$ cat config.mk
export PLATFORM = sky130hd
export DESIGN_NAME = shutter_sync_pulse_decoder_core
export DESIGN_NICKNAME = d
export VERILOG_FILES = /design/src/rtl/core/sspd_pkg.sv /design/src/rtl/core/sspd_front.sv /design/src/rtl/core/sspd_back.sv /design/src/rtl/core/shutter_sync_pulse_decoder_core.sv
export SDC_FILE = /design/constraint.sdc
export NUM_CORES = 1
export LEC_CHECK = 0
export ABC_AREA = 0
export BUFFER_PORTS_ARGS = -buffer_cell sky130_fd_sc_hd__buf_2
export CORE_MARGIN = 2
export CORE_UTILIZATION = 49
export DETAILED_ROUTE_END_ITERATION = 10
export PLACE_DENSITY = 0.65
export RECOVER_POWER = 50
export SLEW_MARGIN = 15
export SYNTH_ARGS = -nofsm -noshare
export SYNTH_HDL_FRONTEND = slang
export SYNTH_SLANG_ARGS = --single-unit
$ cat constraint.sdc
create_clock -name clk -period 18.3 [get_ports clk]
set_input_delay 5.49 -clock clk [delete_from_list [all_inputs] [get_ports clk]]
set_output_delay 5.49 -clock clk [all_outputs]
set_load 0.01 [all_outputs]
$ cat src/rtl/core/sspd_pkg.sv
// Shared types and constants for the shutter sync pulse decoder.
`timescale 1ns / 1ps

package sspd_pkg;

    // Eye phase codes
    localparam logic [1:0] PH_OFF   = 2'd0;
    localparam logic [1:0] PH_LEFT  = 2'd1;
    localparam logic [1:0] PH_RIGHT = 2'd2;

    // Pulse timing marks in microseconds, relative to the pulse rising edge
    localparam logic [7:0] MARK_SYNC   = 8'd24;
    localparam logic [7:0] MARK_LOPEN  = 8'd44;
    localparam logic [7:0] MARK_RO     = 8'd69;
    localparam logic [7:0] MARK_RCLOSE = 8'd102;
    localparam logic [7:0] MARK_END    = 8'd142;

    // Configuration register indexes and reset values
    localparam logic CFG_TOLERANCE = 1'b0;
    localparam logic CFG_TIMEOUT   = 1'b1;
    localparam logic [7:0]  TOLERANCE_RESET = 8'd8;
    localparam logic [15:0] TIMEOUT_RESET   = 16'd200;

    // One classified input item
    typedef struct packed {
        logic        tick;
        logic        level;
        logic [31:0] time_us;
    } sspd_item_t;

    // Head of the front queue as seen by the back end
    typedef struct packed {
        logic       valid;
        sspd_item_t item;
    } sspd_head_t;

    // True when the elapsed time lies within mark +/- tol (wrap-aware)
    function automatic logic near_mark(
        input logic [31:0] elapsed,
        input logic [7:0]  mark,
        input logic [7:0]  tol
    );
        logic [31:0] diff_lo;
        logic [31:0] diff_hi;
        diff_lo = elapsed - {24'd0, mark} + {24'd0, tol};
        diff_hi = elapsed - {24'd0, mark} - {24'd0, tol};
        return !diff_lo[31] && (diff_hi[31] || (diff_hi == 32'd0));
    endfunction

endpackage

$ cat src/rtl/core/sspd_front.sv
// Front end: accepts input items, classifies them and queues them for the decoder.
`timescale 1ns / 1ps

module sspd_front
(
    input  logic               clk,
    input  logic               rst_n,
    input  logic               push,
    output logic               full,
    input  logic               mode,
    input  logic               level,
    input  logic [31:0]        time_us,
    output sspd_pkg::sspd_head_t head,
    input  logic               take
);

    sspd_pkg::sspd_item_t item_mem [2];
    logic       wr_ptr_reg;
    logic       wr_ptr_next;
    logic       rd_ptr_reg;
    logic       rd_ptr_next;
    logic [1:0] count_reg;
    logic [1:0] count_next;
    logic       in_xfer;
    logic       out_xfer;

    assign full     = (count_reg == 2'd2);
    assign in_xfer  = push && !full;
    assign out_xfer = take && (count_reg != 2'd0);

    // Present the oldest queued item
    assign head.valid = (count_reg != 2'd0);
    assign head.item  = item_mem[rd_ptr_reg];

    // Advance pointers and occupancy
    always_comb
    begin
        wr_ptr_next = wr_ptr_reg ^ in_xfer;
        rd_ptr_next = rd_ptr_reg ^ out_xfer;
        count_next  = count_reg + {1'b0, in_xfer} - {1'b0, out_xfer};
    end

    always_ff @(posedge clk or negedge rst_n)
    begin
        if (!rst_n)
        begin
            wr_ptr_reg <= 1'b0;
            rd_ptr_reg <= 1'b0;
            count_reg  <= 2'd0;
        end
        else
        begin
            wr_ptr_reg <= wr_ptr_next;
            rd_ptr_reg <= rd_ptr_next;
            count_reg  <= count_next;
        end
    end

    // Classify and store the incoming item
    always_ff @(posedge clk)
    begin
        if (in_xfer)
        begin
            item_mem[wr_ptr_reg].tick    <= mode;
            item_mem[wr_ptr_reg].level   <= level;
            item_mem[wr_ptr_reg].time_us <= time_us;
        end
    end

endmodule

$ cat src/rtl/core/sspd_back.sv
// Back end: pulse timing state machine, configuration registers and result queue.
`timescale 1ns / 1ps

module sspd_back
(
    input  logic                 clk,
    input  logic                 rst_n,
    input  sspd_pkg::sspd_head_t head,
    output logic                 take,
    input  logic                 cfg_we,
    input  logic                 cfg_addr,
    input  logic [15:0]          cfg_wdata,
    output logic                 empty,
    input  logic                 pop,
    output logic [1:0]           eye_phase
);

    localparam logic [2:0] ST_SCAN   = 3'd0;
    localparam logic [2:0] ST_RISE   = 3'd1;
    localparam logic [2:0] ST_SYNC   = 3'd2;
    localparam logic [2:0] ST_LCLOSE = 3'd3;
    localparam logic [2:0] ST_RCLOSE = 3'd4;
    localparam logic [2:0] ST_ROPEN  = 3'd5;

    logic [7:0]  tolerance_reg;
    logic [15:0] timeout_reg;
    logic [2:0]  state_reg;
    logic [2:0]  state_next;
    logic [31:0] pulse_start_reg;
    logic [31:0] pulse_start_next;
    logic [1:0]  phase_reg;
    logic [1:0]  phase_next;

    logic [31:0] elapsed;
    logic [31:0] over;
    logic        timed_out;
    logic        hit_sync;
    logic        hit_lopen;
    logic        hit_ro;
    logic        hit_rclose;
    logic        hit_end;
    logic        high;

    logic [1:0]  res_mem [2];
    logic        res_wr_reg;
    logic        res_rd_reg;
    logic [1:0]  res_count_reg;
    logic [1:0]  res_count_next;
    logic        res_out;

    // Take an item whenever the result queue has room
    assign take    = head.valid && (res_count_reg != 2'd2);
    assign res_out = pop && !empty;

    // Wrap-aware timing against the pulse start
    assign elapsed    = head.item.time_us - pulse_start_reg;
    assign over       = elapsed - {16'd0, timeout_reg};
    assign timed_out  = (over != 32'd0) && !over[31];
    assign high       = head.item.level;
    assign hit_sync   = sspd_pkg::near_mark(elapsed, sspd_pkg::MARK_SYNC, tolerance_reg);
    assign hit_lopen  = sspd_pkg::near_mark(elapsed, sspd_pkg::MARK_LOPEN, tolerance_reg);
    assign hit_ro     = sspd_pkg::near_mark(elapsed, sspd_pkg::MARK_RO, tolerance_reg);
    assign hit_rclose = sspd_pkg::near_mark(elapsed, sspd_pkg::MARK_RCLOSE, tolerance_reg);
    assign hit_end    = sspd_pkg::near_mark(elapsed, sspd_pkg::MARK_END, tolerance_reg);

    // Decode one item
    always_comb
    begin
        state_next       = state_reg;
        pulse_start_next = pulse_start_reg;
        phase_next       = phase_reg;
        if (take)
        begin
            if (head.item.tick)
            begin
                if (timed_out)
                begin
                    state_next       = ST_SCAN;
                    phase_next       = sspd_pkg::PH_OFF;
                    pulse_start_next = head.item.time_us;
                end
            end
            else
            begin
                unique case (state_reg)
                    ST_RISE:
                    begin
                        state_next = ST_SCAN;
                        if (!high && hit_sync)
                            state_next = ST_SYNC;
                        else if (!high && hit_lopen)
                            phase_next = sspd_pkg::PH_LEFT;
                    end
                    ST_SYNC:
                    begin
                        priority if (high && hit_lopen)
                            state_next = ST_LCLOSE;
                        else if (high && hit_ro)
                            state_next = ST_ROPEN;
                        else if (high && hit_rclose)
                            state_next = ST_RCLOSE;
                        else
                            state_next = ST_SCAN;
                    end
                    ST_LCLOSE:
                    begin
                        if (!high && hit_ro)
                            phase_next = sspd_pkg::PH_OFF;
                        state_next = ST_SCAN;
                    end
                    ST_ROPEN:
                    begin
                        if (!high && hit_rclose)
                            phase_next = sspd_pkg::PH_RIGHT;
                        state_next = ST_SCAN;
                    end
                    ST_RCLOSE:
                    begin
                        if (!high && hit_end)
                            phase_next = sspd_pkg::PH_OFF;
                        state_next = ST_SCAN;
                    end
                    default:
                    begin
                        state_next = ST_SCAN;
                        if (high)
                        begin
                            state_next       = ST_RISE;
                            pulse_start_next = head.item.time_us;
                        end
                    end
                endcase
            end
        end
    end

    // Hold configuration, decoder state and result queue control
    always_ff @(posedge clk or negedge rst_n)
    begin
        if (!rst_n)
        begin
            tolerance_reg   <= sspd_pkg::TOLERANCE_RESET;
            timeout_reg     <= sspd_pkg::TIMEOUT_RESET;
            state_reg       <= ST_SCAN;
            pulse_start_reg <= 32'd0;
            phase_reg       <= sspd_pkg::PH_OFF;
            res_wr_reg      <= 1'b0;
            res_rd_reg      <= 1'b0;
            res_count_reg   <= 2'd0;
        end
        else
        begin
            if (cfg_we && (cfg_addr == sspd_pkg::CFG_TOLERANCE))
                tolerance_reg <= cfg_wdata[7:0];
            if (cfg_we && (cfg_addr == sspd_pkg::CFG_TIMEOUT))
                timeout_reg <= cfg_wdata;
            state_reg       <= state_next;
            pulse_start_reg <= pulse_start_next;
            phase_reg       <= phase_next;
            res_wr_reg      <= res_wr_reg ^ take;
            res_rd_reg      <= res_rd_reg ^ res_out;
            res_count_reg   <= res_count_next;
        end
    end

    assign res_count_next = res_count_reg + {1'b0, take} - {1'b0, res_out};

    // Queue the phase produced by each item
    always_ff @(posedge clk)
    begin
        if (take)
            res_mem[res_wr_reg] <= phase_next;
    end

    assign empty     = (res_count_reg == 2'd0);
    assign eye_phase = res_mem[res_rd_reg];

endmodule

$ cat src/rtl/core/shutter_sync_pulse_decoder_core.sv
// Top level of the shutter sync pulse decoder.
// An item is registered in the front queue, then the back end decodes it and writes its
// phase into the result queue, from which it can transfer out.
// Throughput: one item per cycle while the result queue has room (combinational decode).
// Each side has a two-entry queue, so the input keeps moving while a result waits.
// Reset (rst_n low, asynchronous) empties both queues, restores tolerance 8 us and
// timeout 200 us, returns the decoder to scanning with pulse start zero and phase off.
`timescale 1ns / 1ps

module shutter_sync_pulse_decoder_core
(
    input  logic        clk,
    input  logic        rst_n,
    input  logic        push,
    output logic        full,
    input  logic        mode,
    input  logic        level,
    input  logic [31:0] time_us,
    output logic        empty,
    input  logic        pop,
    output logic [1:0]  eye_phase,
    input  logic        cfg_we,
    input  logic        cfg_addr,
    input  logic [15:0] cfg_wdata
);

    sspd_pkg::sspd_head_t head;
    logic                 take;

    sspd_front u_front
    (
        .clk     (clk),
        .rst_n   (rst_n),
        .push    (push),
        .full    (full),
        .mode    (mode),
        .level   (level),
        .time_us (time_us),
        .head    (head),
        .take    (take)
    );

    sspd_back u_back
    (
        .clk       (clk),
        .rst_n     (rst_n),
        .head      (head),
        .take      (take),
        .cfg_we    (cfg_we),
        .cfg_addr  (cfg_addr),
        .cfg_wdata (cfg_wdata),
        .empty     (empty),
        .pop       (pop),
        .eye_phase (eye_phase)
    );

endmodule

# Word level (Yosys, flattened, before mapping)
# Memories as Yosys holds them, arrays and structs flattened.
# Cells that the tools add are included.
# op_classes
n_div	0
n_lt_le_gt_ge	0
reduce_logical	47
n_eq_ne	9
n_mul	0
n_addsub	21
n_bitwise	5
shifts	0
n_mux	25
# op_table
operator	n
$add 32x8->32	5
$logic_not 32->1	5
$sub 32x8->32	5
$mux 32	4
$sub 32x7->32 const B	2
$reduce_bool 32->1	1
$sub 32x16->32	1
$sub 32x32->32	1
$sub 32x5->32 const B	1
$sub 32x6->32 const B	1
$sub 32x8->32 const B	1
$logic_and 1x1->1	20
$mux 2	9
$mux 3	5
$logic_not 1->1	9
$pmux 3 s3	1
$pmux 2 s4	1
$eq 3x2->1 const B	2
$eq 3x3->1 const B	2
$logic_or 1x1->1	5
$mux 1	5
$reduce_or 5->1	1
$add 2x1->2	2
$ne 2x1->1 const B	2
11 further kinds	16
# word_totals
wordCells	120
out_inout_bits	4
in_bits	56
latch_bits	0
romBits	0
ramBits	72
register_bits	69
memories	2
# memory_table
name	words	word_bits	rd	rd_clocked_by_memory_dff	write_ports	line_no	source
u_front.item_mem	2	34	1	0	1	sspd_front.sv:17	sspd_pkg::sspd_item_t item_mem [2];
u_back.res_mem	2	2	1	0	1	sspd_back.sv:44	logic [1:0] res_mem [2];

# Longest topological paths before layout
# An unclocked memory read counts as a cell.
# depth
word_depth	13
mapped_depth	30

# Hierarchy
# From an unflattened synthesis, not the netlist that was laid out.
# unflattened
hier_cells	2119
hier_area_um2	17641.9
# modules_own_cells
mod	area_per_inst_um2	instances	seq_area_each_um2	cells_each
sspd_back	14815.5	1	1751.7	1993
sspd_front	2826.5	1	2142.1	126

# Least setup slack after synthesis
# OpenSTA, ideal clock, no wires.
# synth_path
path_kind	flip-flop to flip-flop
start	reg u_front.rd_ptr_reg
end	mem u_back.res_mem[0][1], data pin
path_buffers	4
arrival_time_ps	6835
required_ps	18124
path_stages_with_launch	31
period_less_slack_ps	7011
slack_ps	11289
cell_sequence	dfrtp_1 > clkbuf_1 > clkbuf_1 > mux2i_1 > ha_1 > inv_1 > fa_1 > a211oi_2 > o21ba_2 > nor2_2 > inv_1 > ha_1 > nor2b_1 > nand2_1 > or4_1 > o211ai_1 > xnor2_1 > ha_1 > buf_1 > a21oi_1 > o21a_1 > o211ai_1 > or4_1 > clkbuf_1 > and2_1 > o21ai_1 > a21oi_1 > o2111a_1 > a221oi_1 > o21ai_0 > a31oi_1
# synth_via
elab_chain_cells	13
elab_cells_between_ends	56
# synth_rtl
element	line_no	source
start: declaration	sspd_front.sv:20	logic rd_ptr_reg;
start signal: assignment	sspd_front.sv:54	rd_ptr_reg <= rd_ptr_next;
$mem_v2 2x34 (*)	n/a	
$sub 32x32->32	sspd_back.sv:56	assign elapsed = head.item.time_us - pulse_start_reg;
$sub 32x6->32	sspd_pkg.sv:45, sspd_pkg.sv:46	
$sub 32x8->32	sspd_pkg.sv:46	diff_hi = elapsed - {24'd0, mark} - {24'd0, tol};
$logic_not 32->1	sspd_pkg.sv:47	return !diff_lo[31] && (diff_hi[31] || (diff_hi == 32'd0));
$logic_or 1x1->1	sspd_pkg.sv:47	
$logic_and 1x1->1	sspd_pkg.sv:47	
$logic_and 1x1->1	sspd_back.sv:91	else if (!high && hit_lopen)
$mux 2	sspd_back.sv:91	
$mux 2	sspd_back.sv:89	if (!high && hit_sync)
$pmux 2 s4	sspd_back.sv:85	unique case (state_reg)
$mux 2 (*)	sspd_back.sv:74	if (head.item.tick)
$mux 2 (*)	sspd_back.sv:72	if (take)
via u_back.phase_next[1]	sspd_back.sv:32	logic [1:0] phase_next;
end: declaration	sspd_back.sv:44	
# Mark *: on every way through the listed nets, which the timed path passes. The rest lies on a longest branch.

# Worst setup path after layout
# Same ends and word-level chain as after synthesis.

==> run_results.csv <==
group,metric,value,unit
clock_tree,cts_tree,"done",
floorplan,start_util,0.498,
logic_synthesis,synth_edf_count,72,
clock_tree,postCtsSetupBuffers,0,
global_routing,grt_max_degree,70,
logic_synthesis,synth-xor-area-share,0.0836,
drt,vias,16400,
critical_path,cp.required,18.46,ns
logic_synthesis,synth.top_cell.area_share,0.129,
global_routing,antenna_found_initial,1,
floorplan,coreArea,33600,µm²
timing,rsz0062_at_grt,"no",
timing,fmax,107,MHz
global_routing,grt_use_total,0.325,
drt,ant_nets,0,
timing,slew_headroom,-1.59,
logic_synthesis,synth_nets,2210,
logic_synthesis,yosys.area_share.simple,0.243,
clock_tree,post_cts_resized,0,
placement,numPortBuffers,59,
run_status,status,"finished, violations left",
drt,route.detailed.drc,0,
clock_tree,cts-root-buf,"clkbuf_16",
finish,layout_common_cells,"nand2_1 (133), a21oi_1 (130), ha_1 (130), nor2_1 (125), inv_1 (124)",
critical_path,crit_type,"reg -> reg",
logic_synthesis,synth_top_family_by_area,"simple AND/OR/NAND/NOR gates",
critical_path,arrival,9.53,ns
logic_synthesis,synth_compound_area_frac,0.225,
timing,tns,0,ns
logic_synthesis,ys.flop_type,"edfxtp_1",
finish,regArea,3890,µm²
logic_synthesis,ys_ff_latch,141,
logic_synthesis,yosysTopAreaCell,"edfxtp_1",
clock_tree,clk_pin_slew_worst_paths,0.07,ns
timing,fin_skew,0.0252,ns
logic_synthesis,yosysWarnings,0,
clock_tree,clockBufferDepth,2,
logic_synthesis,syn-cell-area,16700,µm²
logic_synthesis,muxShareOfSynthArea,0.0644,
drt,wl_per_cell,22.9,µm
critical_path,start_kind,"flop",
logic_synthesis,ys_seq_area_frac,0.232,
finish,fin_nets,2248,
logic_synthesis,syn_avg_cell_area,8.30,µm²
floorplan,ios,60,
clock_tree,cts_made_buffers,17,
floorplan,die_y,189,µm
finish,final_common_cell,"nand2_1",
drt,drt_iter0_drc,1496,
drt,drtPass1Iterations,5,
logic_synthesis,syn-instance-count,2019,
global_routing,first_global_vias,15900,
timing,setup_violations,0,
finish,area_growth_syn_to_layout,8.53,%
finish,largest_reg_flops,68,
timing,hold_violations,0,
run,drv_cap,2,
clock_tree,clk_latency,0.45,ns
finish,multiInputGateArea,12100,µm²
logic_synthesis,async_flop_share,0.489,
timing,fin_crit,9.37,ns
worst_hold_path,worstHoldPathType,"reg -> reg",
drt,wl,57.7,mm
timing,drv_slew,105,
timing,fin_crit_sh,0.512,
clock_tree,clock-sinks,141,
floorplan,die_w,189,µm
critical_path,crit_fanout,34,
timing,tightest_slew,3.88,ns
floorplan,row_count,67,
placement,gp_congestion,0.985,
placement,dp_hpwl,45.6,mm
floorplan,fp.dieArea,35700,µm²
logic_synthesis,synth.area.top_cells,"edfxtp_1 (13%), dfrtp_1 (9.7%), ha_1 (9.7%), xnor2_1 (6.4%), mux2_2 (5.8%)",
clock_tree,cts.htree.levels,4,
drt,vias_per_cell,6.50,
clock_tree,holdBufCountCts,0,
logic_synthesis,synth_adder_area_share,0.105,
logic_synthesis,ys_types,110,
finish,drive_gt1_frac,0.136,
run_status,failed_checks,"capacitance limit, slew limit",
global_routing,grt_remaining_overflow,0,
global_routing,grt_pass1_wl,90.0,mm
finish,nFillCells,3163,
critical_path,crit_path_end_kind,"flop",
finish,num_antenna_cells,0,
==> layer usage <==
metal,wire [µm],track usage,vias to the layer above
li1,-,-,7719
met1,25700,0.445,7864
met2,26200,0.523,662
met5,0,0,-
met3,3550,0.0360,125
met4,2250,0.133,0
==> cell usage after synthesis (all sizes together) (26+ instances only) <==
cell and number:
clkbuf 61, o21a 26, nand4 58, and2 27
ha 130, o21ai 95, nor2 126, a21o 27
dfrtp 65, mux2 86, nor4 50, xor2 35
and3 26, nand3 76, inv 125, a21oi 130
nor3 83, edfxtp 72, nand2 133, xnor2 124
==> logic make-up after synthesis <==
kind of cell	after synthesis
AOI/OAI and AO/OA	539
xor gates and xnor gates	159
adders and majority gates	138
buffers and inverters	204
DFF	141
muxes	97
and+or+nand+nor	741
==> worst paths after layout <==
check	from	endpoint	slack, ns	cells past startpoint
min	u_front.count_reg[1]	u_front.count_reg[1]	0.49	1
min reg2reg	u_front.count_reg[1]	u_front.count_reg[1]	0.49	1
max in group asynchronous	rst_n	u_back.pulse_start_reg[28]	9.71	1
min in group asynchronous	rst_n	u_back.timeout_reg[9]	6.38	1
max reg2reg	u_front.rd_ptr_reg	u_back.res_mem[0][1]	8.93	21
max	u_front.rd_ptr_reg	u_back.res_mem[0][1]	8.93	21
==> cell type report <==
type | count | share of cell area
Inverter | 127 | 0.0262
Timing Repair Buffer | 96 | 0.0306
Sequential cell | 141 | 0.214
Clock buffer | 17 | 0.0234
Multi-Input combinational cell | 1674 | 0.665
Tap cell | 448 | 0.0308
Clock inverter | 15 | 0.00943
==> worst max-delay path: stages, from the launching register on <==
cell       delay (ns)
dfrtp_1          0.39
clkbuf_1         1.42
mux2i_1          0.38
ha_1             0.25
inv_1            0.06
fa_1             0.41
a211oi_2         0.45
o211ai_1         0.19
a211oi_2         0.24
buf_4            0.27
inv_1            0.31
a31oi_1          0.69
o211ai_1         0.50
o21a_1           0.31
or2_2            0.33
or3_1            0.43
or4_1            0.58
or4_1            0.50
a2111oi_0        0.83
a21oi_1          0.17
o21ai_0          0.15
a31oi_1          0.17
==> per-stage QoR <==
| step | hold slack (ns) | setup slack, ns | instance area, µm² | utilization | cells |
|---|---|---|---|---|---|
| global route | 0.515 | 8.28 | 18200 | 0.541 | 2518 |
| floorplan | 0.460 | 11.29 | 16700 | - | 2019 |
| finish | 0.490 | 8.93 | 18200 | 0.541 | 2518 |
| detailed placement | 0.481 | 10.26 | 17600 | 0.524 | 2486 |
| global placement | 0.477 | 10.39 | 17600 | 0.524 | 2486 |
| CTS | 0.491 | 10.20 | 18200 | 0.541 | 2518 |
Power is left out: the tool's default activity adds up to more than one toggle a clock period on the data nets, which glitch-free logic cannot reach.
